File: src/rtl/btpt_pkg.sv
package btpt_pkg;

  localparam int NODES    = 1024;
  localparam int NODE_AW  = $clog2(NODES);
  localparam int FC_W     = NODE_AW + 1;
  localparam int KEY_BITS = 16;
  localparam int HOP_BITS = 16;
  localparam int LEN_W    = 5;
  localparam int DEPTH_W  = 5;
  localparam int KIDX_W   = 4;

  localparam logic [1:0] KIND_INSERT = 2'd0;
  localparam logic [1:0] KIND_DELETE = 2'd1;
  localparam logic [1:0] KIND_LOOKUP = 2'd2;

  localparam logic [1:0] ST_OK        = 2'd0;
  localparam logic [1:0] ST_NOT_FOUND = 2'd1;
  localparam logic [1:0] ST_FULL      = 2'd2;

  typedef struct packed {
    logic [HOP_BITS-1:0] hop;
    logic                valid;
    logic [NODE_AW-1:0]  left;
    logic [NODE_AW-1:0]  right;
  } node_t;

  typedef struct packed {
    logic clr;
    logic load;
    logic rd_cur;
    logic chk;
    logic adv;
    logic set_full;
    logic set_nf;
    logic rd_fs;
    logic link;
    logic set_hop;
    logic del_clr;
    logic rd_par;
    logic prune;
    logic emit;
  } dp_cmd_t;

  typedef struct packed {
    logic       clr_last;
    logic       walk_end;
    logic       child_zero;
    logic       full;
    logic       prune_ok;
    logic       out_busy;
    logic [1:0] kind;
  } dp_stat_t;

endpackage

File: src/rtl/btpt_ctrl.sv
module btpt_ctrl (
  input  logic              clk,
  input  logic              rst,
  input  logic              in_valid,
  output logic              in_ready,
  input  btpt_pkg::dp_stat_t stat,
  output btpt_pkg::dp_cmd_t  cmd
);

  typedef enum logic [12:0] {
    S_CLR   = 13'b0000000000001,
    S_IDLE  = 13'b0000000000010,
    S_RD    = 13'b0000000000100,
    S_CHK   = 13'b0000000001000,
    S_POP   = 13'b0000000010000,
    S_LINK  = 13'b0000000100000,
    S_SETH  = 13'b0000001000000,
    S_DCLR  = 13'b0000010000000,
    S_PCHK  = 13'b0000100000000,
    S_PRD   = 13'b0001000000000,
    S_PWR   = 13'b0010000000000,
    S_DONE  = 13'b0100000000000,
    S_SPARE = 13'b1000000000000
  } state_t;

  state_t state, state_next;

  assign in_ready = (state == S_IDLE);

  always_ff @(posedge clk) begin
    if (rst) begin
      state <= S_CLR;
    end else begin
      state <= state_next;
    end
  end

  always_comb begin
    state_next = state;
    cmd        = '0;
    case (state)
      S_CLR: begin
        cmd.clr = 1'b1;
        if (stat.clr_last) state_next = S_IDLE;
      end
      S_IDLE: begin
        if (in_valid) begin
          cmd.load   = 1'b1;
          state_next = S_RD;
        end
      end
      S_RD: begin
        cmd.rd_cur = 1'b1;
        state_next = S_CHK;
      end
      S_CHK: begin
        cmd.chk = 1'b1;
        case (stat.kind)
          btpt_pkg::KIND_LOOKUP: begin
            if (stat.walk_end || stat.child_zero) begin
              state_next = S_DONE;
            end else begin
              cmd.adv    = 1'b1;
              state_next = S_RD;
            end
          end
          btpt_pkg::KIND_INSERT: begin
            if (!stat.walk_end && !stat.child_zero) begin
              cmd.adv    = 1'b1;
              state_next = S_RD;
            end else if (stat.full) begin
              cmd.set_full = 1'b1;
              state_next   = S_DONE;
            end else if (stat.walk_end) begin
              state_next = S_SETH;
            end else begin
              state_next = S_POP;
            end
          end
          btpt_pkg::KIND_DELETE: begin
            if (stat.walk_end) begin
              state_next = S_DCLR;
            end else if (stat.child_zero) begin
              cmd.set_nf = 1'b1;
              state_next = S_DONE;
            end else begin
              cmd.adv    = 1'b1;
              state_next = S_RD;
            end
          end
          default: state_next = S_DONE;
        endcase
      end
      S_POP: begin
        if (stat.walk_end) begin
          state_next = S_SETH;
        end else begin
          cmd.rd_fs  = 1'b1;
          state_next = S_LINK;
        end
      end
      S_LINK: begin
        cmd.link   = 1'b1;
        state_next = S_POP;
      end
      S_SETH: begin
        cmd.set_hop = 1'b1;
        state_next  = S_DONE;
      end
      S_DCLR: begin
        cmd.del_clr = 1'b1;
        state_next  = S_PCHK;
      end
      S_PCHK: begin
        state_next = stat.prune_ok ? S_PRD : S_DONE;
      end
      S_PRD: begin
        cmd.rd_par = 1'b1;
        state_next = S_PWR;
      end
      S_PWR: begin
        cmd.prune  = 1'b1;
        state_next = S_PCHK;
      end
      S_DONE: begin
        if (!stat.out_busy) begin
          cmd.emit   = 1'b1;
          state_next = S_IDLE;
        end
      end
      default: state_next = S_IDLE;
    endcase
  end

endmodule

File: config.mk
export PLATFORM = sky130hd
export DESIGN_NAME = btpt_ctrl
export DESIGN_NICKNAME = d
export VERILOG_FILES = /design/src/rtl/btpt_pkg.sv /design/src/rtl/btpt_ctrl.sv
export SDC_FILE = /design/constraint.sdc
export NUM_CORES = 1
export LEC_CHECK = 0
export ABC_AREA = 1
export BUFFER_PORTS_ARGS = -buffer_cell sky130_fd_sc_hd__buf_4
export CAP_MARGIN = 10
export CELL_PAD_IN_SITES_DETAIL_PLACEMENT = 0
export CELL_PAD_IN_SITES_GLOBAL_PLACEMENT = 2
export CORE_ASPECT_RATIO = 0.8
export CORE_MARGIN = 2
export CORE_UTILIZATION = 25
export DETAILED_ROUTE_END_ITERATION = 6
export HOLD_SLACK_MARGIN = 0.1
export PLACE_DENSITY = 0.75
export SKIP_CTS_REPAIR_TIMING = 1
export SYNTH_ARGS = -nofsm -noshare
export SYNTH_HDL_FRONTEND = slang
export SYNTH_SLANG_ARGS = --single-unit
File: constraint.sdc
create_clock -name clk -period 1.43 [get_ports clk]
set_input_delay 0.0715 -clock clk [delete_from_list [all_inputs] [get_ports clk]]
set_output_delay 0.0715 -clock clk [all_outputs]
set_load 0.03 [all_outputs]
# Yosys cells after proc, flatten, opt, wreduce, memory -nomap -nowiden
# Cells that the tools add are included.
# W data, S select, Z words.
word_totals:
  register_bits: 13
  input_bits: 11
classes:
  eq_ne: 17
  muxes: 38
  reduce_logical: 7
op_table:
  columns: ["op", "n"]
  rows:
  - ["$pmux W13 S11", 1]
  - ["$mux W13", 6]
  - ["$pmux W13 S3", 1]
  - ["$mux W12", 3]
  - ["$mux W1", 23]
  - ["$mux W7", 2]
  - ["$eq A13 B1 Y1 const B", 1]
  - ["$eq A13 B10 Y1 const B", 1]
  - ["$eq A13 B11 Y1 const B", 1]
  - ["$eq A13 B12 Y1 const B", 1]
  - ["$eq A13 B2 Y1 const B", 1]
  - ["$eq A13 B3 Y1 const B", 1]
  - ["$eq A13 B4 Y1 const B", 1]
  - ["$eq A13 B5 Y1 const B", 1]
  - ["$eq A13 B6 Y1 const B", 1]
  - ["$eq A13 B7 Y1 const B", 1]
  - ["$eq A13 B8 Y1 const B", 1]
  - ["$eq A13 B9 Y1 const B", 1]
  - ["$ne A2 B2 Y1 const B", 3]
  - ["$mux W4", 1]
  - ["$pmux W1 S3", 1]
  - ["$reduce_and A3 Y1", 1]
  - ["$eq A2 B1 Y1 const B", 1]
  - ["$eq A2 B2 Y1 const B", 1]
  - ["other kinds (5)", 6]

# Longest topological paths before layout
# Gate-level depths: netlist of run 1.
depth:
  ltp_word: 5
  depth_mapped: 9
  ltp_nobuf: 9

# Worst setup path after synthesis of run 1
# Ideal clock, no wire load.
synth_timing:
  path_type: "register to output"
  startpoint: "register state[2]"
  endpoint: "output cmd[13] (netlist name)"
  arrival_time_ns: 1.522
  required_ns: 1.359
  path_slack_ns: -0.164
  path_stages_with_launch: 4
  path_buffers: 0
  cell_sequence: "dfxtp_1 -> nor2_1 -> inv_1 -> nor4_1"
synth_lines:
  columns: ["element", "line", "text"]
  rows:
  - ["start, declared", "btpt_ctrl.sv:26", "state_t state, state_next;"]
  - ["start signal, assigned", "btpt_ctrl.sv:34", "state <= state_next;"]
  - ["end, declared", "btpt_ctrl.sv:7", "output btpt_pkg::dp_cmd_t cmd"]

==> Flow_metrics.wiki, run 1 <==
{| class="wikitable"
! Metric !! Value
|-
| Number of instances in the synthesized netlist || 139
|-
| #FFs+latches synth || 12
|-
| Cell Rows || 18
|-
| Violations in the final reports || negative setup slack
|-
| Overall global routing resource usage || 12.8%
|-
| CP required || 1.36 ns
|-
| Die Width || 68.7 µm
|-
| Critical Path Source Type || flop
|-
| Clock buffers created by TritonCTS || 3
|-
| Max Fclk || 681 MHz
|-
| Setup slack of the critical path after layout || -0.0395 ns
|-
| R2r worst-path depth || 10
|-
| Count of antenna-violating nets left after detailed routing || 0
|-
| Register with the most flip-flops || state
|-
| H-tree levels || 1
|-
| Number of antenna violations at the first check in global routing || 0
|-
| Average wire per cell in the routed design || 11.5 µm
|-
| Placeable Area || 3130 µm²
|-
| Actual slew at the worst max-slew pin || 0.251 ns
|-
| Net switching power || 0.255 mW
|-
| Net Count, Synth || 150
|-
| Die Outline Area || 3830 µm²
|-
| Sw Share || 29.2%
|-
| Largest net degree at the start of global routing || 12
|-
| Register-to-register path setup slack || 0.01 ns
|-
| Clk pwr share || 35.6%
|-
| Share of cells above drive strength 1 || 46.0%
|-
| Most common cell after layout, fill and taps aside || sky130_fd_sc_hd__inv_1
|-
| Worst flop-to-flop path endpoint || state[2]
|-
| Worst hold margin || 0.115 ns
|-
| CP Data Arrival Time || 1.40 ns
|-
| Power share of the combinational group || 23.9%
|-
| Synth warn || 0
|-
| Rel. slew slack || 83.2%
|-
| Result of the run || finished with violations
|-
| Via/cell ratio || 4.44
|-
| Instance count along the most critical hold path || 2
|-
| Final setup violation count || 4
|-
| Critical path start-end classification || flop to output pin
|-
| Area added between synthesis and finish || 61.0%
|-
| Overflow left after global routing || 0
|-
| HPWL after DPL || 1.90 mm
|-
| Critical path startpoint || state[11]
|-
| Number of synthesized flops with an enable pin || 0
|-
| Number of flip-flops under the largest register name || 12
|-
| # fillers || 341
|-
| Share of synthesized area occupied by flip-flops and latches || 28.7%
|-
| Clock root buffer master || sky130_fd_sc_hd__clkbuf_8
|-
| TritonCTS clock tree || yes
|-
| Area taken by multi-input logic gates || 589 µm²
|-
| Fin nets || 189
|-
| Clock-pin slew on the worst setup and hold paths || 0.05 ns
|-
| Top flip-flop cell by instance count after synthesis || sky130_fd_sc_hd__dfxtp_1
|-
| Final min period || 1.47 ns
|-
| Static Leak || 0.680 nW
|-
| Max Buffers Root-to-Sink || 2
|-
| Router iterations before antenna repair || 4
|-
| Iteration-0 DRC Markers || 17
|-
| FF+latch area || 248 µm²
|-
| Design internal power || 0.616 mW
|-
| Global-route wire length before repair || 3.75 mm
|-
| Die Y || 55.8 µm
|-
| Mapped Avg Cell Area || 6.02 µm²
|-
| Ratio of final minimum period to clock period || 103%
|-
| Share of flip-flops with an asynchronous set or reset after synthesis || 0%
|-
| Worst vdd ir || 0.375 mV
|-
| Peak fanout along the critical path || 6
|-
| Final Hold Viols || 0
|-
| Number of unique standard cell types used by synthesis || 23
|-
| Path class of the lowest-slack min-delay path || input pin to flop
|-
| Count of input and output buffers || 25
|-
| Final routed wirelength across all metal layers || 2.49 mm
|-
| Unrepaired setup endpoints after global routing || yes
|-
| Diodes inserted || 0
|-
| Mapped Area || 837 µm²
|-
| Commonest non-fill, non-tap cells in the layout || sky130_fd_sc_hd__inv_1, sky130_fd_sc_hd__nand2_1, sky130_fd_sc_hd__buf_4, sky130_fd_sc_hd__nor2_1, sky130_fd_sc_hd__buf_6
|-
| Post-route core utilization || 43.0%
|-
| Clock latency on the worst-skew pair || 0.24 ns
|-
| Power density over the cells || 646 nW/µm²
|-
| Clock sink count || 12
|-
| Setup_tns || -0.0956 ns
|-
| Critical path endpoint || cmd[9]
|-
| Count of pins over their slew limit || 0
|-
| Number of max-cap violations || 0
|-
| Number of top-level design ports || 26
|-
| Number of vias after detailed routing || 960
|-
| Post-route clock skew || 0.00352 ns
|-
| Startpoint of the most critical register-to-register path || state[11]
|-
| Largest regs || state (12)
|-
| Vias in the first global route || 808
|-
| Relative contribution of sequential cells to total power || 40.5%
|-
| Routability congestion estimate || 0.747
|-
| Initial cell density of the core || 26.7%
|-
| DRC viols || 0
|-
| Startpoint of the worst hold path || stat[3]
|-
| Critical Path End Type || output pin
|}
[power by group through the flow]
stage,Clock [mW],Sequential [mW],Combinational (mW)
floorplan,0,0.354,0.106
global placement,0,0.355,0.168
detailed placement,0,0.356,0.165
CTS,0.318,0.348,0.166
global route,0.337,0.353,0.230
finish,0.310,0.353,0.208
[worst min-delay path by stage]
stage	end	slack [ns]
3_3_place_gp	state[5]	0.28
2_1_floorplan	state[5]	0.15
3_5_place_dp	state[5]	0.28
4_1_cts	state[5]	0.03
5_1_grt	state[9]	0.10
6_report	state[9]	0.11
[metrics by stage]
| step | setup slack, ns | area (µm²) | cells | total power, mW |
|---|---|---|---|---|
| final | -0.0395 | 1350 | 216 | 0.871 |
| after floorplan | 0.0833 | 843 | 139 | 0.460 |
| after global placement | -0.0261 | 1080 | 203 | 0.523 |
| after global routing | -0.126 | 1350 | 216 | 0.920 |
| after CTS | -0.162 | 1120 | 206 | 0.832 |
| after detailed placement | 0.0166 | 1080 | 203 | 0.521 |
[critical path: stages, from the launching register on]
cell	delay (ns)
sky130_fd_sc_hd__dfxtp_2	0.34
sky130_fd_sc_hd__nor2_2	0.11
sky130_fd_sc_hd__nand2_2	0.12
sky130_fd_sc_hd__nor2_4	0.19
sky130_fd_sc_hd__nand2_4	0.14
sky130_fd_sc_hd__nor2_4	0.12
sky130_fd_sc_hd__buf_6	0.14
[logic make-up (layout without fill, tap and decap cells)]
group	count (synthesis)	after routing	synth area share (%)
AND/OR/NAND/NOR	87	87	49.6
buffers and inverters	31	68	14.5
flip-flops	12	12	28.7
AO/OA/AOI/OAI	9	9	7.17
[final cells by class]
cell class / count / share of cell area [%]
inverter: 30 / 8.73
clock buffer: 3 / 3.06
sequential: 12 / 18.4
tap: 40 / 3.71
multi-input combinational: 96 / 43.7
timing repair buffer: 35 / 22.4
[cells in the mapped netlist, types with 2 or more instances]
cell type	count	area, µm²
sky130_fd_sc_hd__dfxtp_1	12	240
sky130_fd_sc_hd__inv_1	27	101
sky130_fd_sc_hd__a21oi_2	2	17.5
sky130_fd_sc_hd__nand3_1	8	40.0
sky130_fd_sc_hd__nor2_4	2	22.5
sky130_fd_sc_hd__nand2_2	3	18.8
sky130_fd_sc_hd__inv_2	2	7.51
sky130_fd_sc_hd__nor3_1	9	45.0
sky130_fd_sc_hd__nor2_1	23	86.3
sky130_fd_sc_hd__nand4_1	2	12.5
sky130_fd_sc_hd__nand2_1	31	116
sky130_fd_sc_hd__nand3_2	2	20.0
sky130_fd_sc_hd__nor2_2	3	18.8
sky130_fd_sc_hd__o21ai_1	4	20.0
[metal layers]
layer	GRT usage, %	share of wire [%]
met1	19.4	53
met2	18.1	42
met3	3.04	4.5
met4	2.52	0.60
met5	0	0
Note: power is estimated with default switching activity, not from simulation.
==> run 2: changes to the inputs <==
- PLACE_DENSITY: 0.75 -> 0.83
- SKIP_LAST_GASP: default -> 1
==> run 2 against run 1 <==
  * The flow still finishes with violations (negative setup slack)
  * Worst setup slack lost 0.026 ns
  * Non-clock buffer count fell by 2
  * Cell count is 0.46% lower
  * Fmax shrank 1.7%
  * Wire length down 8.0%
  * Power up 4.7%
  * Critical path depth is the same
  * Design area down 4.7%
  * Sequential power hardly changed
  * Critical path type unchanged
  * Critical endpoint is now cmd[12]
  * Largest cell class unchanged
==> Flow_metrics.wiki, run 2 (synthesized netlist as in run 1, its figures left out) <==
{| class="wikitable"
! Metric !! Value
|-
| Result of the run || finished with violations (unchanged)
|-
| Violations in the final reports || negative setup slack (unchanged)
|-
| DRC viols || 0 (unchanged)
|-
| Final setup violation count || 4 (unchanged)
|-
| Clock latency on the worst-skew pair || 0.24 ns (about the same)
|-
| Fin nets || 187 (was 189)
|-
| Die Y || 55.8 µm (unchanged)
|-
| CP Data Arrival Time || 1.42 ns (was 1.40 ns)
|-
| Unrepaired setup endpoints after global routing || yes (unchanged)
|-
| Iteration-0 DRC Markers || 17 (unchanged)
|-
| Number of top-level design ports || 26 (unchanged)
|-
| FF+latch area || 248 µm² (unchanged)
|-
| Setup slack of the critical path after layout || -0.0653 ns (was -0.0395 ns)
|-
| Area added between synthesis and finish || 53.4% (was 61.0%)
|-
| Placeable Area || 3130 µm² (unchanged)
|-
| Register with the most flip-flops || state (unchanged)
|-
| Die Width || 68.7 µm (unchanged)
|-
| Largest net degree at the start of global routing || 12 (unchanged)
|-
| Overall global routing resource usage || 12.7% (was 12.8%)
|-
| Diodes inserted || 0 (unchanged)
|-
| Cell count after placement || 203 (unchanged)
|-
| Post-route core utilization || 41.0% (was 43.0%)
|-
| Number of flip-flops under the largest register name || 12 (unchanged)
|-
| Share of cells above drive strength 1 || 42.3% (was 46.0%)
|-
| Static Leak || 0.660 nW (was 0.680 nW)
|-
| Rel. slew slack || 82.3% (was 83.2%)
|-
| Critical Path End Type || output pin (unchanged)
|-
| Clock root buffer master || sky130_fd_sc_hd__clkbuf_8 (unchanged)
|-
| Peak fanout along the critical path || 5 (was 6)
|-
| Max Fclk || 669 MHz (was 681 MHz)
|-
| Global Route met2 Usage || 18.3% (was 18.1%)
|-
| Initial cell density of the core || 26.7% (unchanged)
|-
| Count of input and output buffers || 25 (unchanged)
|-
| Post-route clock skew || 0.00142 ns (was 0.00352 ns)
|-
| Final Hold Viols || 0 (unchanged)
|-
| Via/cell ratio || 4.35 (was 4.44)
|-
| Cell Rows || 18 (unchanged)
|-
| Clock-pin slew on the worst setup and hold paths || 0.05 ns (about the same)
|-
| Area taken by multi-input logic gates || 537 µm² (was 589 µm²)
|-
| Number of vias after detailed routing || 936 (was 960)
|-
| Path class of the lowest-slack min-delay path || input pin to flop (unchanged)
|-
| Router iterations before antenna repair || 4 (unchanged)
|-
| Die Outline Area || 3830 µm² (unchanged)
|-
| # fillers || 343 (was 341)
|-
| Number of antenna violations at the first check in global routing || 0 (unchanged)
|-
| HPWL after DPL || 1.82 mm (was 1.90 mm)
|-
| Critical Path Source Type || flop (unchanged)
|-
| Overflow left after global routing || 0 (unchanged)
|-
| Busiest layer in global routing || met1 (unchanged)
|-
| Count of antenna-violating nets left after detailed routing || 0 (unchanged)
|-
| Routability congestion estimate || 0.750 (was 0.747)
|-
| Clock buffers created by TritonCTS || 3 (unchanged)
|-
| Met3 global-route usage || 2.02% (was 3.04%)
|-
| Global-route wire length before repair || 3.72 mm (was 3.75 mm)
|-
| Clock sink count || 12 (unchanged)
|-
| Critical path start-end classification || flop to output pin (unchanged)
|-
| Number of non-filler instances in the completed layout || 215 (was 216)
|-
| Commonest non-fill, non-tap cells in the layout || sky130_fd_sc_hd__inv_1, sky130_fd_sc_hd__nand2_1, sky130_fd_sc_hd__buf_4, sky130_fd_sc_hd__nor2_1 (was sky130_fd_sc_hd__inv_1, sky130_fd_sc_hd__nand2_1, sky130_fd_sc_hd__buf_4, sky130_fd_sc_hd__nor2_1, sky130_fd_sc_hd__buf_6)
|-
| Count of pins over their slew limit || 0 (unchanged)
|-
| Power density over the cells || 710 nW/µm² (was 646 nW/µm²)
|-
| H-tree levels || 1 (unchanged)
|-
| Max Buffers Root-to-Sink || 2 (unchanged)
|-
| Worst vdd ir || 0.262 mV (was 0.375 mV)
|-
| TritonCTS clock tree || yes (unchanged)
|-
| Vias in the first global route || 848 (was 808)
|-
| Final min period || 1.50 ns (was 1.47 ns)
|-
| CP required || 1.36 ns (about the same)
|-
| Number of max-cap violations || 0 (unchanged)
|-
| GR Layer Usage met1 || 18.8% (was 19.4%)
|-
| Average wire per cell in the routed design || 10.7 µm (was 11.5 µm)
|-
| Final routed wirelength across all metal layers || 2.29 mm (was 2.49 mm)
|-
| Largest regs || state (12) (unchanged)
|-
| Actual slew at the worst max-slew pin || 0.264 ns (was 0.251 ns)
|-
| Ratio of final minimum period to clock period || 105% (was 103%)
|}
## run 2: changes by cell type in the layout (fill, tap and decap cells not counted), sizes merged
| cell | previous run | this run |
|---|---|---|
| buf | 33 | 32 |
| clkbuf | 3 | 4 |
| dlygate4sd3 | 2 | 1 |
## run 2: final timing paths
check,slack [ns],startpoint,depth (start not counted),end
worst max-delay path,-0.07,state[5],6,cmd[12]
worst min-delay path,0.1,rst,2,state[6]
worst max register to register,0.03,state[5],8,state[6]
worst min register to register,0.60,state[4],3,state[4]
## run 2: layer usage
layer  vias to the layer above  share of wire [%]
li1                        500                  -
met1                       413                 49
met2                        21                 46
met3                         2                4.3
met4                         0               0.96
met5                         -                  0
## run 2: report_power, final
part / total (mW) / leakage, nW / internal, mW / switching [mW]
clock network: 0.369 / 0.0288 / 0.243 / 0.126
registers: 0.351 / 0.0999 / 0.343 / 0.00740
logic: 0.192 / 0.531 / 0.0799 / 0.112
## run 2: worst max-delay path, cell delays in order, from the launching register on
cell	delay [ns]
sky130_fd_sc_hd__dfxtp_2	0.33
sky130_fd_sc_hd__nor2_2	0.13
sky130_fd_sc_hd__nand2_2	0.12
sky130_fd_sc_hd__nor2_4	0.21
sky130_fd_sc_hd__nand2_2	0.11
sky130_fd_sc_hd__nor2_1	0.12
sky130_fd_sc_hd__buf_4	0.17
## run 2: per-stage QoR
step                      setup TNS (ns)  hold WS (ns)  power [mW]  area, µm²  setup slack (ns)
final                             -0.216        0.0951       0.912       1280           -0.0653
after global routing              -0.964         0.105       0.955       1280            -0.134
after CTS                         -0.551        0.0339       0.883       1130            -0.131
after detailed placement               0         0.283       0.520       1080            0.0475
after global placement                 0         0.283       0.520       1080            0.0695
after floorplan                        0         0.151       0.460        843            0.0833
## run 2: final cells by class
class                           instances  area share [%]
Inverter                               30            9.16
Tap cell                               40            3.90
Sequential cell                        12            19.3
Multi-Input combinational cell         96            41.8
Clock buffer                            4            4.29
Timing Repair Buffer                   33            21.5
==> run 3: changes to the inputs <==
- SKIP_LAST_GASP: 1 -> default
==> run 3 against run 2 <==
  * The flow still finishes with violations (negative setup slack)
  * Clock power is essentially flat
  * Cell count unchanged
  * Combinational power barely moved
  * Critical path depth unchanged
  * Via count is 0.11% higher
  * Largest cell class unchanged
  * Global-route usage did not move
==> Flow_metrics.wiki, run 3 (synthesized netlist as in run 1, its figures left out) <==
{| class="wikitable"
! Metric !! Value
|-
| Final Hold Viols || 0 (unchanged)
|-
| Count of input and output buffers || 25 (unchanged)
|-
| Design internal power || 0.666 mW (about the same)
|-
| Result of the run || finished with violations (unchanged)
|-
| Place WS || 0.0475 ns (unchanged)
|-
| Largest net degree at the start of global routing || 12 (unchanged)
|-
| Count of pins over their slew limit || 0 (unchanged)
|-
| Number of max-cap violations || 0 (unchanged)
|-
| Net switching power || 0.246 mW (about the same)
|-
| Rel. slew slack || 82.3% (unchanged)
|-
| Register with the most flip-flops || state (unchanged)
|-
| Die Y || 55.8 µm (unchanged)
|-
| FF+latch area || 248 µm² (unchanged)
|-
| Clk pwr share || 40.4% (about the same)
|-
| Setup_tns || -0.219 ns (was -0.216 ns)
|-
| Count of antenna-violating nets left after detailed routing || 0 (unchanged)
|-
| Area added between synthesis and finish || 53.7% (was 53.4%)
|-
| HPWL after DPL || 1.82 mm (unchanged)
|-
| Largest stage delay on the critical path || 0.33 ns (about the same)
|-
| Commonest non-fill, non-tap cells in the layout || sky130_fd_sc_hd__inv_1, sky130_fd_sc_hd__nand2_1, sky130_fd_sc_hd__buf_4, sky130_fd_sc_hd__nor2_1, sky130_fd_sc_hd__nand2_2 (was sky130_fd_sc_hd__inv_1, sky130_fd_sc_hd__nand2_1, sky130_fd_sc_hd__buf_4, sky130_fd_sc_hd__nor2_1)
|-
| Number of top-level design ports || 26 (unchanged)
|-
| Area taken by multi-input logic gates || 539 µm² (was 537 µm²)
|-
| Clock buffers created by TritonCTS || 3 (unchanged)
|-
| Path class of the lowest-slack min-delay path || input pin to flop (unchanged)
|-
| Critical Path Source Type || flop (unchanged)
|-
| Dpl cell area || 1080 µm² (unchanged)
|-
| Clock sink count || 12 (unchanged)
|-
| Final setup violation count || 5 (was 4)
|-
| Overflow left after global routing || 0 (unchanged)
|-
| Via/cell ratio || 4.36 (was 4.35)
|-
| Sw Share || 27.0% (was 26.9%)
|-
| Placeable Area || 3130 µm² (unchanged)
|-
| Largest regs || state (12) (unchanged)
|-
| DRC viols || 0 (unchanged)
|-
| Unrepaired setup endpoints after global routing || yes (unchanged)
|-
| Critical path start-end classification || flop to output pin (unchanged)
|-
| H-tree levels || 1 (unchanged)
|-
| Power density over the cells || 709 nW/µm² (was 710 nW/µm²)
|-
| TritonCTS clock tree || yes (unchanged)
|-
| Clock latency on the worst-skew pair || 0.24 ns (about the same)
|-
| Iteration-0 DRC Markers || 16 (was 17)
|-
| Cell Rows || 18 (unchanged)
|-
| Peak fanout along the critical path || 5 (unchanged)
|-
| Overall global routing resource usage || 12.7% (unchanged)
|-
| Global-route wire length before repair || 3.72 mm (unchanged)
|-
| Relative contribution of sequential cells to total power || 38.4% (was 38.5%)
|-
| Number of non-filler instances in the completed layout || 215 (unchanged)
|-
| Static Leak || 0.661 nW (was 0.660 nW)
|-
| Share of cells above drive strength 1 || 42.9% (was 42.3%)
|-
| Number of buffer and inverter instances along the worst setup path || 1 (unchanged)
|-
| Number of antenna violations at the first check in global routing || 0 (unchanged)
|-
| CP Data Arrival Time || 1.42 ns (about the same)
|-
| Vias in the first global route || 848 (unchanged)
|-
| Setup slack of the critical path after layout || -0.0648 ns (was -0.0653 ns)
|-
| Initial cell density of the core || 26.7% (unchanged)
|-
| Final instance area || 1290 µm² (was 1280 µm²)
|-
| Fin nets || 187 (unchanged)
|-
| Router iterations before antenna repair || 4 (unchanged)
|-
| Gate family responsible for the most delay along the worst path || simple AND/OR/NAND/NOR gates (unchanged)
|-
| Routability congestion estimate || 0.750 (unchanged)
|-
| Post-route clock skew || 0.00142 ns (unchanged)
|-
| Clock-pin slew on the worst setup and hold paths || 0.05 ns (about the same)
|-
| Crit-path most repeated cell || sky130_fd_sc_hd__nand2_2 (unchanged)
|-
| CP required || 1.36 ns (about the same)
|-
| Final min period || 1.49 ns (was 1.50 ns)
|-
| Critical Path End Type || output pin (unchanged)
|-
| Most common cell after layout, fill and taps aside || sky130_fd_sc_hd__inv_1
|-
| Die Width || 68.7 µm (unchanged)
|-
| Clock root buffer master || sky130_fd_sc_hd__clkbuf_8 (unchanged)
|-
| Power share of the combinational group || 21.1% (about the same)
|-
| Final routed wirelength across all metal layers || 2.29 mm (about the same)
|-
| Max Fclk || 669 MHz (about the same)
|-
| Die Outline Area || 3830 µm² (unchanged)
|-
| Actual slew at the worst max-slew pin || 0.264 ns (unchanged)
|-
| Worst vdd ir || 0.262 mV (about the same)
|-
| Ratio of final minimum period to clock period || 105% (about the same)
|-
| Diodes inserted || 0 (unchanged)
|-
| Cell chain of the critical path || nor2_2 -> nand2_2 -> nor2_4 -> nand2_2 -> nor2_1 -> buf_4 (unchanged)
|-
| Max Buffers Root-to-Sink || 2 (unchanged)
|-
| Cell count after placement || 203 (unchanged)
|-
| Number of flip-flops under the largest register name || 12 (unchanged)
|-
| Number of vias after detailed routing || 937 (was 936)
|-
| Average wire per cell in the routed design || 10.7 µm (about the same)
|-
| # fillers || 342 (was 343)
|-
| Violations in the final reports || negative setup slack (unchanged)
|-
| Cell with the biggest individual delay on the critical path || sky130_fd_sc_hd__dfxtp_2 (unchanged)
|}
## run 3: cell counts in the layout (fill, tap and decap cells not counted)
No cell type changed its count.
## run 3: final cells by class
class	instances	share of cell area, %
multi-input combinational	96	41.9
sequential	12	19.3
inverter	30	9.14
timing repair buffer	33	21.5
clock buffer	4	4.28
tap	40	3.89
## run 3: power by group through the flow
stage	clock network [mW]	registers [mW]	logic, mW
floorplan	0	0.354	0.106
detailed placement	0	0.355	0.165
global route	0.391	0.352	0.213
CTS	0.369	0.348	0.165
global placement	0	0.355	0.165
finish	0.369	0.351	0.193
## run 3: worst reg2reg max path, delay by kind of cell (launching register included)
kind | cells | cell delay, ns
flops | 1 | 0.33
buf+inv | 2 | 0.19
compound gates | 1 | 0.17
simple gates | 5 | 0.64
## run 3: per-stage QoR
stage	total power, mW	hold WS (ns)	utilization [%]
after floorplan	0.460	0.151	-
after global placement	0.520	0.283	34.4
after detailed placement	0.520	0.283	34.4
after CTS	0.883	0.0339	36.2
after global routing	0.956	0.105	41.1
final	0.912	0.0943	41.1
## run 3: per-layer routing
layer	share of wire, %	vias up	global-route usage (%)
met1	49	414	18.8
met2	46	21	18.3
met4	0.96	0	4.20
li1	-	500	-
met3	4.3	2	2.02
met5	0	-	0
## run 3: path summary, 6_finish.rpt
| kind | startpoint | endpoint | slack, ns | cells after the start |
|---|---|---|---|---|
| setup / recovery | state[5] | cmd[12] | -0.06 | 6 |
| hold / removal | rst | state[6] | 0.09 | 2 |
| setup reg to reg | state[5] | state[6] | 0.03 | 8 |
| hold reg to reg | state[4] | state[4] | 0.60 | 3 |
